`src/rtl/blsq_pkg.sv`:
```
`timescale 1ns / 1ps

package blsq_pkg;

	// Operand and result formats.
	localparam int IN_FRAC_BITS  = 32;
	localparam int IN_WIDTH      = 64;
	localparam int OUT_FRAC_BITS = 32;
	localparam int LOG_WIDTH     = 38;

	// Mantissa: one integer bit and M_WIDTH-1 fraction bits.
	localparam int M_WIDTH = 64;

	// The squaring row: N_CELLS cells, each holding one DIGIT_W-bit slice.
	localparam int DIGIT_W = 16;
	localparam int N_CELLS = M_WIDTH / DIGIT_W;
	localparam int PHASE_W = $clog2(N_CELLS);

	// Configuration register file.
	localparam int PREC_W = 6;
	localparam logic [PREC_W-1:0] PREC_RESET = 6'd32;
	localparam logic [PREC_W-1:0] PREC_MAX   = PREC_W'(OUT_FRAC_BITS);
	localparam int ADDR_W = 3;
	localparam logic REG_PRECISION = 1'b0;

	typedef struct packed {
		logic en;     // the cells take a step this cycle
		logic clear;  // the step starts a fresh product
	} cell_ctrl_t;

endpackage

```
`src/rtl/binary_logarithm_by_squaring_core.sv`:
```
`timescale 1ns / 1ps
// Sequence: a zero operand gives its result strobe in the cycle after the item is accepted;
// otherwise the operand is normalised (eight-bit shifts, then one-bit shifts) and each result
// fraction bit takes one pass of the squaring row (ST_MUL phases, then ST_RES) before the strobe.
// Throughput: one item at a time; busy falls in the cycle that carries the strobe.
// Reset: arst_n clears the controller, the strobe and sets precision_bits to 32.
// The receiver cannot stall: each result is shown for exactly one cycle.

module binary_logarithm_by_squaring_core (
	input  logic                             clk,
	input  logic                             arst_n,

	// Command channel.
	input  logic                             start,
	output logic                             busy,
	input  logic [63:0]                      x_value,

	// Result channel.
	output logic                             done,
	output logic signed [blsq_pkg::LOG_WIDTH-1:0] log_value,
	output logic                             undefined,

	// Configuration port.
	input  logic                             psel,
	input  logic                             penable,
	input  logic                             pwrite,
	input  logic [blsq_pkg::ADDR_W-1:0]      paddr,
	input  logic [31:0]                      pwdata,
	output logic [31:0]                      prdata,
	output logic                             pready
);
	import blsq_pkg::*;

	// Controller states.
	localparam logic [2:0] ST_IDLE  = 3'd0;
	localparam logic [2:0] ST_NORM8 = 3'd1;
	localparam logic [2:0] ST_NORM1 = 3'd2;
	localparam logic [2:0] ST_MUL   = 3'd3;
	localparam logic [2:0] ST_RES   = 3'd4;

	localparam logic [M_WIDTH-1:0] M_ONE = {1'b1, {(M_WIDTH-1){1'b0}}};
	localparam logic [PHASE_W-1:0] LAST_PHASE = PHASE_W'(N_CELLS - 1);

	logic [2:0]               state_q;
	logic [PHASE_W-1:0]       phase_q;
	logic [M_WIDTH-1:0]       m_q;
	logic [5:0]               p_q;
	logic [PREC_W-1:0]        iter_q;
	logic [PREC_W-1:0]        nbits_q;
	logic [OUT_FRAC_BITS-1:0] frac_q;
	logic                     lo63_q;
	logic [PREC_W-1:0]        prec_q;
	logic                     done_q;
	logic [LOG_WIDTH-1:0]     log_q;
	logic                     undef_q;

	cell_ctrl_t               cell_ctrl;
	logic [DIGIT_W-1:0]       digit;
	logic [DIGIT_W-1:0]       lo_digit;
	logic [M_WIDTH-1:0]       hi;

	logic                     accept;
	logic                     cfg_wr;
	logic [IN_WIDTH-1:0]      v;
	logic [M_WIDTH-1:0]       m_nxt;
	logic [OUT_FRAC_BITS-1:0] frac_nxt;
	logic [4:0]               bit_idx;
	logic [PREC_W-1:0]        iter_inc;
	logic                     more_res;
	logic                     more_norm;
	logic [PREC_W-1:0]        nbits_in;
	logic signed [7:0]        ip;
	logic [LOG_WIDTH-1:0]     log_res;
	logic [LOG_WIDTH-1:0]     log_norm;

	assign busy      = (state_q != ST_IDLE);
	assign accept    = start && !busy;
	assign done      = done_q;
	assign log_value = log_q;
	assign undefined = undef_q;

	// Configuration port: one register, precision_bits, at byte address zero.
	assign pready = 1'b1;
	assign cfg_wr = psel && penable && pwrite && (paddr[2] == REG_PRECISION);

	always_comb begin
		prdata = '0;
		if (paddr[2] == REG_PRECISION) begin
			prdata = 32'(prec_q);
		end
	end

	always_ff @(posedge clk or negedge arst_n) begin
		if (!arst_n) begin
			prec_q <= PREC_RESET;
		end else if (cfg_wr) begin
			prec_q <= pwdata[PREC_W-1:0];
		end
	end

	// The squaring row is fed one digit of the mantissa per cycle, lowest first,
	// while every cell multiplies it by its own slice of the same mantissa.
	assign cell_ctrl.en    = (state_q == ST_MUL);
	assign cell_ctrl.clear = (phase_q == '0);
	assign digit           = m_q[phase_q*DIGIT_W +: DIGIT_W];

	blsq_row u_row (
		.clk      (clk),
		.ctrl     (cell_ctrl),
		.a        (m_q),
		.b        (digit),
		.lo_digit (lo_digit),
		.hi       (hi)
	);

	always_comb begin
		v = x_value[IN_WIDTH-1:0];
		nbits_in = (prec_q > PREC_MAX) ? PREC_MAX : prec_q;

		// A square that reaches two is halved back, which is the upper product
		// half as it stands; otherwise the half is taken one bit lower.
		m_nxt    = hi[M_WIDTH-1] ? hi : {hi[M_WIDTH-2:0], lo63_q};
		bit_idx  = 5'(OUT_FRAC_BITS - 1) - iter_q[4:0];
		frac_nxt = frac_q;
		if (hi[M_WIDTH-1]) begin
			frac_nxt[bit_idx] = 1'b1;
		end
		iter_inc  = iter_q + 1'b1;
		more_res  = (iter_inc < nbits_q) && (m_nxt != M_ONE);
		more_norm = (iter_q < nbits_q) && (m_q != M_ONE);

		// Integer part is the leading one's position less the input fraction bits.
		ip = $signed({2'b00, p_q}) - $signed(8'(IN_FRAC_BITS));
		log_norm = {{(LOG_WIDTH-8){ip[7]}}, ip} << OUT_FRAC_BITS;
		log_res  = log_norm | LOG_WIDTH'(frac_nxt);
	end

	always_ff @(posedge clk or negedge arst_n) begin
		if (!arst_n) begin
			state_q <= ST_IDLE;
			phase_q <= '0;
			done_q  <= 1'b0;
		end else begin
			done_q <= 1'b0;
			case (state_q)
				ST_IDLE: begin
					if (accept) begin
						if (v == '0) begin
							done_q <= 1'b1;
						end else begin
							state_q <= ST_NORM8;
						end
					end
				end
				ST_NORM8: begin
					if (m_q[M_WIDTH-1 -: 8] != '0) begin
						state_q <= ST_NORM1;
					end
				end
				ST_NORM1: begin
					if (m_q[M_WIDTH-1]) begin
						if (more_norm) begin
							state_q <= ST_MUL;
							phase_q <= '0;
						end else begin
							state_q <= ST_IDLE;
							done_q  <= 1'b1;
						end
					end
				end
				ST_MUL: begin
					phase_q <= phase_q + 1'b1;
					if (phase_q == LAST_PHASE) begin
						state_q <= ST_RES;
					end
				end
				ST_RES: begin
					phase_q <= '0;
					if (more_res) begin
						state_q <= ST_MUL;
					end else begin
						state_q <= ST_IDLE;
						done_q  <= 1'b1;
					end
				end
				default: begin
					state_q <= ST_IDLE;
				end
			endcase
		end
	end

	// Datapath registers.
	always_ff @(posedge clk) begin
		case (state_q)
			ST_IDLE: begin
				if (accept) begin
					m_q     <= M_WIDTH'(v) << (M_WIDTH - IN_WIDTH);
					p_q     <= 6'(IN_WIDTH - 1);
					iter_q  <= '0;
					nbits_q <= nbits_in;
					frac_q  <= '0;
					if (v == '0) begin
						log_q   <= '0;
						undef_q <= 1'b1;
					end
				end
			end
			ST_NORM8: begin
				if (m_q[M_WIDTH-1 -: 8] == '0) begin
					m_q <= m_q << 8;
					p_q <= p_q - 6'd8;
				end
			end
			ST_NORM1: begin
				if (!m_q[M_WIDTH-1]) begin
					m_q <= m_q << 1;
					p_q <= p_q - 6'd1;
				end else if (!more_norm) begin
					log_q   <= log_norm | LOG_WIDTH'(frac_q);
					undef_q <= 1'b0;
				end
			end
			ST_MUL: begin
				if (phase_q == LAST_PHASE) begin
					lo63_q <= lo_digit[DIGIT_W-1];
				end
			end
			ST_RES: begin
				m_q    <= m_nxt;
				frac_q <= frac_nxt;
				iter_q <= iter_inc;
				if (!more_res) begin
					log_q   <= log_res;
					undef_q <= 1'b0;
				end
			end
			default: begin
			end
		endcase
	end

endmodule

```
`src/rtl/blsq_cell.sv`:
```
`timescale 1ns / 1ps

module blsq_cell (
	input  logic                        clk,
	input  blsq_pkg::cell_ctrl_t        ctrl,
	input  logic [blsq_pkg::DIGIT_W-1:0] a,
	input  logic [blsq_pkg::DIGIT_W-1:0] b,
	input  logic [blsq_pkg::DIGIT_W-1:0] upper_lo,
	output logic [blsq_pkg::DIGIT_W-1:0] lo,
	output logic [blsq_pkg::DIGIT_W-1:0] s,
	output logic [blsq_pkg::DIGIT_W-1:0] h
);
	import blsq_pkg::*;

	logic [DIGIT_W-1:0]   s_q;
	logic [DIGIT_W-1:0]   h_q;
	logic [DIGIT_W-1:0]   acc_s;
	logic [DIGIT_W-1:0]   acc_h;
	logic [2*DIGIT_W-1:0] t;

	// The sum never exceeds 2^(2*DIGIT_W)-1, so the high half always fits one digit.
	always_comb begin
		acc_s = ctrl.clear ? '0 : s_q;
		acc_h = ctrl.clear ? '0 : h_q;
		t = (2*DIGIT_W)'(a) * (2*DIGIT_W)'(b) + (2*DIGIT_W)'(acc_s) + (2*DIGIT_W)'(acc_h);
	end

	assign lo = t[DIGIT_W-1:0];
	assign s  = s_q;
	assign h  = h_q;

	// The low digit moves one place down, the high digit stays in this cell.
	always_ff @(posedge clk) begin
		if (ctrl.en) begin
			s_q <= upper_lo;
			h_q <= t[2*DIGIT_W-1:DIGIT_W];
		end
	end

endmodule

```
`src/rtl/blsq_row.sv`:
```
`timescale 1ns / 1ps

module blsq_row (
	input  logic                         clk,
	input  blsq_pkg::cell_ctrl_t         ctrl,
	input  logic [blsq_pkg::M_WIDTH-1:0] a,
	input  logic [blsq_pkg::DIGIT_W-1:0] b,
	output logic [blsq_pkg::DIGIT_W-1:0] lo_digit,
	output logic [blsq_pkg::M_WIDTH-1:0] hi
);
	import blsq_pkg::*;

	logic [DIGIT_W-1:0] lo_w [N_CELLS];
	logic [DIGIT_W-1:0] up_w [N_CELLS];
	logic [DIGIT_W-1:0] s_w  [N_CELLS];
	logic [DIGIT_W-1:0] h_w  [N_CELLS];
	logic [M_WIDTH-1:0] s_cat;
	logic [M_WIDTH-1:0] h_cat;

	for (genvar i = 0; i < N_CELLS; i++) begin : g_cell
		if (i == N_CELLS - 1) begin : g_top
			assign up_w[i] = '0;
		end else begin : g_mid
			assign up_w[i] = lo_w[i+1];
		end

		blsq_cell u_cell (
			.clk      (clk),
			.ctrl     (ctrl),
			.a        (a[i*DIGIT_W +: DIGIT_W]),
			.b        (b),
			.upper_lo (up_w[i]),
			.lo       (lo_w[i]),
			.s        (s_w[i]),
			.h        (h_w[i])
		);
	end

	// After all digits have been fed the row holds the upper product half in
	// carry-save form; one add resolves it.
	always_comb begin
		for (int i = 0; i < N_CELLS; i++) begin
			s_cat[i*DIGIT_W +: DIGIT_W] = s_w[i];
			h_cat[i*DIGIT_W +: DIGIT_W] = h_w[i];
		end
	end

	assign hi       = s_cat + h_cat;
	assign lo_digit = lo_w[0];

endmodule
```
`config.mk`:
```
export PLATFORM = sky130hd
export DESIGN_NAME = binary_logarithm_by_squaring_core
export DESIGN_NICKNAME = d
export VERILOG_FILES = /design/src/rtl/blsq_pkg.sv /design/src/rtl/binary_logarithm_by_squaring_core.sv /design/src/rtl/blsq_cell.sv /design/src/rtl/blsq_row.sv
export SDC_FILE = /design/constraint.sdc
export NUM_CORES = 2
export LEC_CHECK = 0
export BUFFER_PORTS_ARGS = -buffer_cell sky130_fd_sc_hd__buf_2
export CELL_PAD_IN_SITES_DETAIL_PLACEMENT = 1
export CELL_PAD_IN_SITES_GLOBAL_PLACEMENT = 2
export CORE_AREA = 4 4 537 273
export DETAILED_ROUTE_END_ITERATION = 10
export DIE_AREA = 0 0 541 277
export PLACE_DENSITY = 0.91
export RECOVER_POWER = 100
export REMOVE_ABC_BUFFERS = 1
export SETUP_SLACK_MARGIN = 0.02
export SYNTH_ARGS = -nofsm -noshare
export SYNTH_HDL_FRONTEND = slang
export SYNTH_SLANG_ARGS = --single-unit
```
`constraint.sdc`:
```
create_clock -name clk -period 8.15 [get_ports clk]
set_input_delay 0.815 -clock clk [delete_from_list [all_inputs] [get_ports clk]]
set_output_delay 0.815 -clock clk [all_outputs]
set_load 0.03 [all_outputs]
```
==> metrics.md <==
| Metric | Value |
|---|---|
| Setup-failing EPs final | `0` |
| Post-synth EDFFs | `266` |
| Cts hold-fix bufs | `0` |
| Seq/Total Area, Yosys | `15.46%` |
| Crit end category | `flip-flop` |
| Status | `finished, violations left` |
| Vias in the first global route | `45.93k` |
| Synth top area share | `33.12%` |
| Least-Margin Pin Slew | `4409 ps` |
| Max Slew Vio Count | `433` |
| Count of final hold-check violations | `0` |
| GRT met3 Usage | `7.597%` |
| Max cap viols | `9` |
| Tmin final | `7986 ps` |
| Routed len/inst | `24.85 µm` |
| CP max stage cell | `fa_1` |
| Worst Skew | `22.32 ps` |
| I/O pins | `179` |
| Fillcell total | `16.51k` |
| Die H | `277 µm` |
| TritonCTS Sinks | `278` |
| Synth Area per Inst | `9.139 µm²` |
| Async SR Flop Fraction | `4.317%` |
| Most used cell, CP | `fa_1` |
| Met2 usage | `35.05%` |
| Area grow syn2layout | `8.053%` |
| Post-route ant nets | `0` |
| Mapped cell area | `53620 µm²` |
| Worst path bufs/invs | `7` |
| Global placement routability congestion | `0.9386` |
| Total global routing overflow | `0` |
| Fmax | `125.2 MHz` |
| Most instantiated cells after synthesis | `inv_1 (1149), fa_1 (887), nand2_1 (638)` |
| Worst-case clock buffer depth | `3` |
| Number of synthesized register bits | `278` |
| Row Count | `98` |
| CTS Buf Count | `28` |
| CORE AREA | `142000 µm²` |
| Die X | `541 µm` |
| Clock Pin Slew Worst Setup and Hold Paths | `80 ps` |
| Top FF cell, synth | `edfxtp_1` |
| Via Count | `43.44k` |
| DRC | `0` |
| Initial core utilization | `37.76%` |
| CTS tree | `yes` |
| First-pass GRT wire length | `291500 µm` |
| Yosys top cell by area | `fa_1` |
| Slowest Stage Delay on Critical Path | `550 ps` |
| Crit path required time | `8520 ps` |
| Crit path DAT | `8350 ps` |
| Startpoint types | `flip-flop` |
| M1 GR Usage | `38.79%` |
| CP Max Fanout | `21` |
| GRT Resource Usage Total | `25.38%` |
| Number of DRC markers in iteration 0 | `4737` |
| I/O Buffers | `123` |
| Largest net degree at the start of global routing | `85` |
| Top-count cell post-synth | `inv_1` |
| Layout cell share with drive strength beyond 1 | `6.576%` |
| Initial antenna violation count | `7` |
| Die area | `149900 µm²` |
| Critical path type | `reg -> reg` |
| H-tree Lvls | `1` |
| Slew margin rel. | `-193.9%` |
| RSZ-0062 raised after global routing | `yes` |
| Unique masters post-synth | `87` |
| CTS root buffer | `clkbuf_16` |
| Final nets | `7340` |
| Tcrit/Tclk final | `97.98%` |
| Failing checks | `capacitance limit, slew limit` |
| Vias per cell | `5.575` |
| GRT busiest layer | `met1` |
| Clk Latency, worst-skew pair | `640 ps` |
| DPL Wire Length | `154300 µm` |
| Detailed Route WL | `193600 µm` |
| Syn. warnings | `0` |
| Final setup TNS | `0 ps` |
| Crit-path leading delay family | `adder cells` |
| Top cells by area, synth | `fa_1 (33%), edfxtp_1 (15%), ha_1 (11%)` |
| Drt pass-1 iters | `11` |
| Mapped Cells | `5867` |
| Worst min path class | `in -> async` |
## per-layer routing
metal | routed length (µm) | share of wire [%]
met5 | 13 | 0.0067
met4 | 4598 | 2.4
met3 | 23770 | 12
met2 | 77340 | 40
met1 | 87900 | 45
## cells by family after synthesis
family | after synthesis | synth area share, %
buf+inv | 1523 | 10.89
mux | 35 | 1.041
simple gates | 1808 | 17.08
compound gates | 694 | 8.541
fa+ha+maj | 1372 | 44.44
other cells | 2 | 0.01401
flops | 278 | 15.46
xor+xnor | 155 | 2.532
## metrics by stage
step                      hold WS (ps)  std cells  utilization (%)  instance area (µm²)  setup slack, ps
final                            257.9       7793            40.80                57930            164.2
after detailed placement         524.0       7709            39.96                56740           -406.3
after global placement           505.7       7709            39.96                56740           -211.4
after floorplan                  486.1       5519                -                52190           -935.2
after global routing             296.0       7788            40.79                57920           -36.61
after CTS                        70.81       7771            40.66                57730            38.41
## layout make-up
| class | count | area (µm²) | area share (%) |
|---|---|---|---|
| tap | 1900 | 2377 | 4.103 |
| multi-input combinational | 4091 | 39760 | 68.63 |
| inverter | 1150 | 4318 | 7.453 |
| clock inverter | 19 | 130.1 | 0.2246 |
| clock buffer | 33 | 749.5 | 1.294 |
| antenna | 8 | 20.02 | 0.03456 |
| timing repair buffer | 314 | 2286 | 3.946 |
| sequential | 278 | 8292 | 14.31 |
## state kept, by name, indices dropped and copies added, names as in the netlist
name	count
prec_q	6
m_q	64
state_q	3
nbits_q	6
done	1
undefined	1
log_value	38
phase_q	2
lo63_q	1
frac_q	32
iter_q	6
u_row.g_cell.u_cell.h	64
u_row.g_cell.u_cell.s	48
p_q	6
## what timing repair did
item / 4_1_cts / 5_1_grt
gates resized for setup: 4 / 34
cloned: 0 / 0
pin swaps: 1 / 7
setup buffers: 10 / 14
endpoints found under the setup margin: 6 / 14
## worst register-to-register path, delay by kind of cell (launching register included)
family,cells,cell delay (ps)
adder cells (fa/ha/maj),7,3380
buffers and inverters,7,760
AO/OA/AOI/OAI,5,1220
AND/OR/NAND/NOR,6,1370
flip-flops,1,460
multiplexers,1,530
## layout by cell type, fill, tap and decap left out, types with 24 or more instances in the layout
cell,count
a21o_1,66
a21oi_1,211
a222oi_1,36
a31oi_1,35
and2_1,538
buf_12,24
buf_2,74
buf_4,148
clkbuf_1,60
clkbuf_16,28
conb_1,27
edfxtp_1,266
fa_1,886
ha_1,482
inv_1,1148
nand2_1,637
nand2b_1,129
nand3_1,35
nand4_1,37
nor2_1,213
nor2b_1,38
nor3_1,43
nor4_1,39
o21a_1,38
o21ai_0,125
xnor2_1,107
xor2_1,47
## worst paths after layout
kind                             from                      endpoint  slack (ps)  cells past startpoint
max in group asynchronous      arst_n                    phase_q[1]        7310                      1
min in group clk            pwdata[0]                     prec_q[0]         420                      2
max                        phase_q[0]  u_row.g_cell[1].u_cell.h[15]         160                     26
max reg2reg                phase_q[0]  u_row.g_cell[1].u_cell.h[15]         160                     26
min reg2reg                 prec_q[1]                     prec_q[1]         540                      1
min                            arst_n                    phase_q[0]         260                      1
Power is left out: the tool's default activity adds up to more than one toggle a clock period on the data nets, which glitch-free logic cannot reach.
